--- src/rtl/gbnd_pkg.sv ---
// ----------------------------------------------------------------------------
// gbnd_pkg
// Shared types, register indexes and the GCR 5-to-4 lookup for the decoder.
// ----------------------------------------------------------------------------
package gbnd_pkg;

  // Configuration port geometry and register indexes
  localparam int CFG_IDX_W  = 1;
  localparam int CFG_DATA_W = 16;
  localparam logic [CFG_IDX_W-1:0] REG_SKIP_BYTES = 1'b0;
  localparam logic [CFG_IDX_W-1:0] REG_START_BIT  = 1'b1;

  // One raw item on its way into the decoder
  typedef struct packed {
    logic [7:0] raw_byte;
    logic       final_byte;
  } item_t;

  // One result item
  typedef struct packed {
    logic [7:0] data_byte;
    logic       has_byte;
    logic       bad_code;
    logic       end_mark;
  } result_t;

  // Bit 4: code valid, bits 3..0: nibble (zero for an invalid code)
  localparam logic [4:0] GCR_TABLE [32] = '{
    5'h00, 5'h00, 5'h00, 5'h00, 5'h00, 5'h00, 5'h00, 5'h00,
    5'h00, 5'h18, 5'h10, 5'h11, 5'h00, 5'h1C, 5'h14, 5'h15,
    5'h00, 5'h00, 5'h12, 5'h13, 5'h00, 5'h1F, 5'h16, 5'h17,
    5'h00, 5'h19, 5'h1A, 5'h1B, 5'h00, 5'h1D, 5'h1E, 5'h00
  };

  function automatic logic [4:0] gcr_lookup(input logic [4:0] code);
    gcr_lookup = GCR_TABLE[code];
  endfunction

endpackage

--- src/rtl/gbnd_in_stage.sv ---
// ----------------------------------------------------------------------------
// gbnd_in_stage
// Input register: holds one raw item until the decode stage takes it.
// ----------------------------------------------------------------------------
module gbnd_in_stage import gbnd_pkg::*; (
  input  logic  clk,
  input  logic  rst_n,
  input  logic  in_valid,
  output logic  in_ready,
  input  item_t in_item,
  output logic  item_valid,
  output item_t item,
  input  logic  item_take
);

  logic  valid_r, valid_nxt;
  item_t item_r;

  // free when empty or when the held item leaves this cycle
  assign in_ready = !valid_r || item_take;

  always_comb begin
    valid_nxt = valid_r;
    if (in_valid && in_ready) begin
      valid_nxt = 1'b1;
    end else if (item_take) begin
      valid_nxt = 1'b0;
    end
  end

  always_ff @(posedge clk) begin
    if (!rst_n) begin
      valid_r <= 1'b0;
    end else begin
      valid_r <= valid_nxt;
    end
  end

  // payload
  always_ff @(posedge clk) begin
    if (in_valid && in_ready) begin
      item_r <= in_item;
    end
  end

  assign item_valid = valid_r;
  assign item       = item_r;

endmodule

--- src/rtl/gbnd_core.sv ---
// ----------------------------------------------------------------------------
// gbnd_core
// Stream state, GCR group extraction and nibble packing for one item.
// ----------------------------------------------------------------------------
module gbnd_core import gbnd_pkg::*; (
  input  logic                  clk,
  input  logic                  rst_n,
  input  logic                  cfg_we,
  input  logic [CFG_IDX_W-1:0]  cfg_index,
  input  logic [CFG_DATA_W-1:0] cfg_data,
  input  logic                  item_valid,
  input  item_t                 item,
  input  logic                  space,
  output logic                  item_take,
  output logic                  res_load,
  output result_t               res
);

  // configuration
  logic [15:0] skip_bytes_r;
  logic [2:0]  start_bit_r;

  // stream state; at most four ungrouped bits remain between items
  logic [3:0]  bit_store_r, bit_store_nxt;
  logic [3:0]  bit_count_r, bit_count_nxt;
  logic [3:0]  held_nib_r, held_nib_nxt;
  logic        nib_held_r, nib_held_nxt;
  logic        held_bad_r, held_bad_nxt;
  logic [15:0] skip_left_r, skip_left_nxt;
  logic        first_pend_r, first_pend_nxt;

  logic [2:0]  sb;
  logic [3:0]  nb;
  logic [7:0]  bits;
  logic [11:0] comb_bits;
  logic [3:0]  cnt, sh1, sh2, rem;
  logic        g1, g2;
  logic [4:0]  ent1, ent2;
  logic        got;
  logic [7:0]  byte_val;
  logic        byte_bad;

  assign item_take = item_valid && space;

  // merge the new bits behind the leftover ones
  always_comb begin
    sb        = first_pend_r ? start_bit_r : 3'd0;
    nb        = 4'd8 - {1'b0, sb};
    bits      = item.raw_byte & (8'hff >> sb);
    comb_bits = ({8'd0, bit_store_r} << nb) | {4'd0, bits};
    cnt       = bit_count_r + nb;
    g1        = cnt >= 4'd5;
    g2        = cnt >= 4'd10;
    sh1       = cnt - 4'd5;
    sh2       = cnt - 4'd10;
    ent1      = gcr_lookup(5'(comb_bits >> sh1));
    ent2      = gcr_lookup(5'(comb_bits >> sh2));
    rem       = g2 ? sh2 : (g1 ? sh1 : cnt);
  end

  // state update and result for the item in hand
  always_comb begin
    bit_store_nxt  = bit_store_r;
    bit_count_nxt  = bit_count_r;
    held_nib_nxt   = held_nib_r;
    nib_held_nxt   = nib_held_r;
    held_bad_nxt   = held_bad_r;
    skip_left_nxt  = skip_left_r;
    first_pend_nxt = first_pend_r;
    got            = 1'b0;
    byte_val       = 8'd0;
    byte_bad       = 1'b0;

    if (skip_left_r != 16'd0) begin
      skip_left_nxt = skip_left_r - 16'd1;
    end else begin
      first_pend_nxt = 1'b0;
      bit_count_nxt  = rem;
      bit_store_nxt  = 4'(comb_bits & ((12'd1 << rem) - 12'd1));
      if (g2) begin
        got = 1'b1;
        if (nib_held_r) begin
          // held nibble pairs with the first group, second is held
          byte_val     = {held_nib_r, ent1[3:0]};
          byte_bad     = held_bad_r | !ent1[4];
          held_nib_nxt = ent2[3:0];
          held_bad_nxt = !ent2[4];
          nib_held_nxt = 1'b1;
        end else begin
          byte_val     = {ent1[3:0], ent2[3:0]};
          byte_bad     = !ent1[4] | !ent2[4];
          held_nib_nxt = 4'd0;
          held_bad_nxt = 1'b0;
          nib_held_nxt = 1'b0;
        end
      end else if (g1) begin
        if (nib_held_r) begin
          got          = 1'b1;
          byte_val     = {held_nib_r, ent1[3:0]};
          byte_bad     = held_bad_r | !ent1[4];
          held_nib_nxt = 4'd0;
          held_bad_nxt = 1'b0;
          nib_held_nxt = 1'b0;
        end else begin
          held_nib_nxt = ent1[3:0];
          held_bad_nxt = !ent1[4];
          nib_held_nxt = 1'b1;
        end
      end
    end

    // final item: drop leftovers and start a new stream
    if (item.final_byte) begin
      bit_store_nxt  = 4'd0;
      bit_count_nxt  = 4'd0;
      held_nib_nxt   = 4'd0;
      nib_held_nxt   = 1'b0;
      held_bad_nxt   = 1'b0;
      skip_left_nxt  = skip_bytes_r;
      first_pend_nxt = 1'b1;
    end
  end

  assign res_load      = item_take && (got || item.final_byte);
  assign res.data_byte = byte_val;
  assign res.has_byte  = got;
  assign res.bad_code  = byte_bad;
  assign res.end_mark  = item.final_byte;

  // registers; the user must write configuration only while idle (unenforced)
  always_ff @(posedge clk) begin
    if (!rst_n) begin
      skip_bytes_r <= 16'd0;
      start_bit_r  <= 3'd0;
      bit_store_r  <= 4'd0;
      bit_count_r  <= 4'd0;
      held_nib_r   <= 4'd0;
      nib_held_r   <= 1'b0;
      held_bad_r   <= 1'b0;
      skip_left_r  <= 16'd0;
      first_pend_r <= 1'b1;
    end else if (cfg_we) begin
      case (cfg_index)
        REG_SKIP_BYTES: begin
          skip_bytes_r <= cfg_data;
          skip_left_r  <= cfg_data;
        end
        REG_START_BIT: begin
          start_bit_r <= cfg_data[2:0];
        end
        default: begin
        end
      endcase
    end else if (item_take) begin
      bit_store_r  <= bit_store_nxt;
      bit_count_r  <= bit_count_nxt;
      held_nib_r   <= held_nib_nxt;
      nib_held_r   <= nib_held_nxt;
      held_bad_r   <= held_bad_nxt;
      skip_left_r  <= skip_left_nxt;
      first_pend_r <= first_pend_nxt;
    end
  end

endmodule

--- src/rtl/gbnd_out_stage.sv ---
// ----------------------------------------------------------------------------
// gbnd_out_stage
// Result register: holds one result item until the consumer takes it.
// ----------------------------------------------------------------------------
module gbnd_out_stage import gbnd_pkg::*; (
  input  logic    clk,
  input  logic    rst_n,
  input  logic    res_load,
  input  result_t res,
  output logic    space,
  output logic    out_valid,
  input  logic    out_ready,
  output result_t out_res
);

  logic    valid_r, valid_nxt;
  result_t res_r;

  // room for a new result when empty or being drained now
  assign space = !valid_r || out_ready;

  always_comb begin
    valid_nxt = valid_r;
    if (res_load) begin
      valid_nxt = 1'b1;
    end else if (out_ready) begin
      valid_nxt = 1'b0;
    end
  end

  always_ff @(posedge clk) begin
    if (!rst_n) begin
      valid_r <= 1'b0;
    end else begin
      valid_r <= valid_nxt;
    end
  end

  always_ff @(posedge clk) begin
    if (res_load) begin
      res_r <= res;
    end
  end

  assign out_valid = valid_r;
  assign out_res   = res_r;

endmodule

--- src/rtl/gcr_bitstream_nibble_decoder.sv ---
// ----------------------------------------------------------------------------
// gcr_bitstream_nibble_decoder
// Commodore GCR 5-to-4 decoder for a raw byte stream, MSB first.
// ----------------------------------------------------------------------------
// One raw byte is taken every clock cycle while results are being drained.
// An item is registered on entry, then decoded by the GCR lookup and nibble
// packing logic, and its result (if any) is loaded into the output register
// when that register has room. A held result that is not taken keeps the
// item in the input register, so in_ready drops until out_ready returns.
// A byte gives a result only when it completes a decoded byte or carries
// final_byte; the final byte always gives one result with end_mark set and
// starts a new stream (skip count reloaded, start_bit applied again).
// Writing skip_bytes reloads the skip count at once. Write configuration
// only while no item is in flight.
// ----------------------------------------------------------------------------
module gcr_bitstream_nibble_decoder import gbnd_pkg::*; (
  input  logic                  clk,
  input  logic                  rst_n,
  input  logic                  cfg_we,
  input  logic [CFG_IDX_W-1:0]  cfg_index,
  input  logic [CFG_DATA_W-1:0] cfg_data,
  input  logic                  in_valid,
  output logic                  in_ready,
  input  logic [7:0]            in_raw_byte,
  input  logic                  in_final_byte,
  output logic                  out_valid,
  input  logic                  out_ready,
  output logic [7:0]            out_data_byte,
  output logic                  out_has_byte,
  output logic                  out_bad_code,
  output logic                  out_end_mark
);

  item_t   in_item, item;
  logic    item_valid, item_take, space, res_load;
  result_t res, out_res;

  assign in_item.raw_byte   = in_raw_byte;
  assign in_item.final_byte = in_final_byte;

  // input register
  gbnd_in_stage u_in_stage (
    .clk        (clk),
    .rst_n      (rst_n),
    .in_valid   (in_valid),
    .in_ready   (in_ready),
    .in_item    (in_item),
    .item_valid (item_valid),
    .item       (item),
    .item_take  (item_take)
  );

  // decode and stream state
  gbnd_core u_core (
    .clk        (clk),
    .rst_n      (rst_n),
    .cfg_we     (cfg_we),
    .cfg_index  (cfg_index),
    .cfg_data   (cfg_data),
    .item_valid (item_valid),
    .item       (item),
    .space      (space),
    .item_take  (item_take),
    .res_load   (res_load),
    .res        (res)
  );

  // result register
  gbnd_out_stage u_out_stage (
    .clk       (clk),
    .rst_n     (rst_n),
    .res_load  (res_load),
    .res       (res),
    .space     (space),
    .out_valid (out_valid),
    .out_ready (out_ready),
    .out_res   (out_res)
  );

  assign out_data_byte = out_res.data_byte;
  assign out_has_byte  = out_res.has_byte;
  assign out_bad_code  = out_res.bad_code;
  assign out_end_mark  = out_res.end_mark;

endmodule

--- config.mk ---
export PLATFORM = sky130hd
export DESIGN_NAME = gcr_bitstream_nibble_decoder
export DESIGN_NICKNAME = d
export VERILOG_FILES = /design/src/rtl/gbnd_pkg.sv /design/src/rtl/gbnd_in_stage.sv /design/src/rtl/gbnd_core.sv /design/src/rtl/gbnd_out_stage.sv /design/src/rtl/gcr_bitstream_nibble_decoder.sv
export SDC_FILE = /design/constraint.sdc
export NUM_CORES = 1
export LEC_CHECK = 0
export BUFFER_PORTS_ARGS = -buffer_cell sky130_fd_sc_hd__buf_2
export CELL_PAD_IN_SITES_DETAIL_PLACEMENT = 1
export CELL_PAD_IN_SITES_GLOBAL_PLACEMENT = 2
export CORE_MARGIN = 3
export CORE_UTILIZATION = 40
export DETAILED_ROUTE_END_ITERATION = 12
export PLACE_DENSITY_LB_ADDON = 0.3
export SLEW_MARGIN = 25
export SYNTH_ARGS = -nofsm -noshare
export SYNTH_HDL_FRONTEND = slang
export SYNTH_SLANG_ARGS = --single-unit
--- constraint.sdc ---
create_clock -name clk -period 9.7 [get_ports clk]
set_input_delay 0.97 -clock clk [delete_from_list [all_inputs] [get_ports clk]]
set_output_delay 0.97 -clock clk [all_outputs]
set_load 0.01 [all_outputs]
==> metrics <==
post-synthesis cell type count=93; Fin. Hold Viols=0; Clock Skew=0.0121 ns; Reg power frac=30.1%; Reg2Reg Depth=16; drt wl/cell=19.7 um; layout cells sized above 1=14.3%; Top FF cell, synth=dfxtp_1; Cell Rows=44; Leak=0.00261 uW; initial antenna violation count=0; sequential area share after synthesis=27.5%; Core ar.=14,600 um2; first-pass GRT wire length=29,200 um; CTS tree=built; min Tclk post-route=6.22 ns; synthesized flop and latch total=72; Critical Path RT=9.88 ns; worst hold slack=0.449 ns; Worst Tran Pin Value=0.853 ns; Resized Gates After CTS=0; RSZ-0062 raised after global routing=false; Root Driver=clkbuf_16; final setup fails=0; Vias=5,455; synthesized area per cell=8.43 um2; Clk pwr share=31.0%; initial drt markers=350; RD Place Congestion=0.865; Gate power share=38.9%; largest net degree at the start of global routing=51; reg-to-reg endpoint=u_out_stage.out_res[10]$_SDFFCE_PN0P_; CTS Buf Count=9; R2R setup slack=3.48 ns; Final nets=775; Clock Sink Count=72; Longest Clk Path Bufs=2; min-delay worst type=flip-flop to flip-flop; Post-Syn Area=5970 um2; Crit Path Max Fanout=23; Worst Path Arrival=6.41 ns; Worst Setup Start Kind=flip-flop; worst-skew pair later-pin latency=0.35 ns; adder-cell share of the synthesized area=5.87%; hpwl dp=13,300 um; PD cells=172 nW/um2; Post-CTS Setup Repair Bufs=0; fmax=161 MHz; Syn Inst Count=708; number of top-level pins=44; Antenna Cells=0; Vias/cell=6.03; Synth Warn #=0; Total Routing Usage GR=22.2%; number of flops mapped to enable cells by yosys=20; GRT Residual Overflow=0; Critical path origin=u_core.first_pend_r$_SDFFE_PN1P_; sw frac=37.7%; Slew Viols, Final=0; status=complete, no violations; Net Switching=421 uW; vias in the first global route=5,583; fill count=1,741; hold path start=u_core.held_nib_r[1]$_SDFFE_PN0P_; H-tree depth=3; chip width=128 um; crit end category=flip-flop; largest family of logic cells by synthesized area=compound AO/OA/AOI/OAI gates; slew margin rel.=43.1%; CP Class=flip-flop to flip-flop; CTS Hold Bufs=0; TNS Setup=0 ns; Die H=128 um; Buffers on Ports=43; die area=16,400 um2; post-synthesis mux area share=3.73%; Worst R2R Start=u_core.first_pend_r$_SDFFE_PN1P_; most common cell after layout, fill and taps aside=nand2_1; post-synthesis compound-gate area fraction=28.6%; number of max-cap violations=0; ys async rst share=0%; drt first pass iters=4; Internal Power=698 uW; post-synthesis xor/xnor area fraction=5.39%; DRC viols=0; starting density of the core=40.9%; antenna viol nets, final=0; Post-Synth Simple-Gate Area=22.7%; Worst-path clk slew=0.06 ns; Critical Path Sink=u_out_stage.out_res[10]$_SDFFCE_PN0P_; Peak VDD IR=85.7 uV; area delta synth->final=9.04%; most frequent cells in the layout=89 x nand2_1, 52 x dfxtp_1, 43 x buf_2, 40 x nor2_1, 34 x a21oi_1; Syn Nets=767; crit share post-route=64.1%; final WL=17,900 um
-- synth_stat cells, drive strengths merged (6+ instances only) --
master	count	share of area, %
nand2	89	5.6
dfxtp	52	17
nor2	41	2.6
a21oi	36	3.1
clkbuf	31	2.0
inv	29	1.8
ha	28	5.9
o21ai	27	2.3
a21boi	26	3.3
buf	20	2.4
edfxtp	20	10
nand3	20	1.7
nor3	17	1.4
o211a	16	2.7
nor2b	15	1.6
o211ai	15	1.9
and2	13	1.4
mux2i	11	1.8
xnor2	11	1.9
a22oi	9	1.2
and3	9	0.94
nand2b	9	0.94
a211oi	8	1.2
or3	8	0.84
nor3b	7	0.88
o21a	7	0.88
xor2	7	1.2
a31oi	6	0.73
nand4	6	0.63
nor4	6	0.84
o31ai	6	0.84
-- sequential cells by signal, summed over array words and instances (netlist names), 3 cells and up --
register             cells
u_core.bit_store_r       4
u_core.bit_count_r       4
u_in_stage.item          9
u_core.skip_left_r      16
u_out_stage.out_res     11
u_core.skip_bytes_r     16
u_core.held_nib_r        4
u_core.start_bit_r       3
-- critical path, cell delays in order (launching register included) --
cell and delay [ns]:
dfxtp_1 0.74, and2_4 0.29, ha_1 0.34, xor2_1 0.20, ha_1 0.87, inv_1 0.42, ha_1 0.41, xnor3_1 0.68
a221oi_1 0.11, and2_1 0.21, a311oi_2 0.51, inv_1 0.17, ha_1 0.29, mux2i_1 0.19, a211oi_2 0.12, or3_1 0.32
a21oi_1 0.17
-- cell type report --
cell class	instances	area, um2	share of cell area, %
Sequential cell	72	1640	25.2
Inverter	29	109	1.67
Timing Repair Buffer	48	253	3.88
Clock buffer	11	275	4.23
Multi-Input combinational cell	556	3960	60.8
Tap cell	184	230	3.54
Clock inverter	5	38.8	0.596
-- through the flow --
step	utilization [%]	instances	setup slack (ns)	total power, uW	area (um2)
2_1_floorplan	-	708	5.07	679	5970
3_3_place_gp	42.4	889	3.78	756	6190
3_5_place_dp	42.4	889	3.56	774	6190
4_1_cts	44.6	905	3.55	1130	6510
5_1_grt	44.6	905	3.11	1190	6510
6_report	44.6	905	3.48	1120	6510
-- how the worst min path moves through the flow --
stage / to / slack (ns) / depth (start not counted)
after floorplan: u_core.held_nib_r[3]$_SDFFE_PN0P_ / 0.43 / 1
after global placement: u_core.held_nib_r[3]$_SDFFE_PN0P_ / 0.44 / 1
after detailed placement: u_core.held_nib_r[1]$_SDFFE_PN0P_ / 0.44 / 2
after CTS: u_core.held_nib_r[1]$_SDFFE_PN0P_ / 0.45 / 2
after global routing: u_core.held_nib_r[1]$_SDFFE_PN0P_ / 0.47 / 2
final: u_core.held_nib_r[1]$_SDFFE_PN0P_ / 0.45 / 2
-- power groups by stage --
stage	Combinational [uW]	Sequential (uW)	Clock (uW)
after floorplan	340	339	0
after global placement	414	342	0
after detailed placement	431	343	0
after CTS	433	336	358
after global routing	481	339	371
final	436	336	347
-- per-layer routing --
metal	wire length (um)	track usage [%]
met4	393	7.12
met1	8330	29.1
met5	0	0
met3	518	3.38
met2	8630	37.5
-- logic make-up (layout without fill, tap and decap cells) --
logic type      Yosys count  after routing
xor+xnor                 24             24
fa+ha+maj                28             28
simple gates            264            264
mux                      17             17
compound gates          223            223
flops                    72             72
buf+inv                  80             93
No activity file was read; power rests on OpenSTA's default activity.
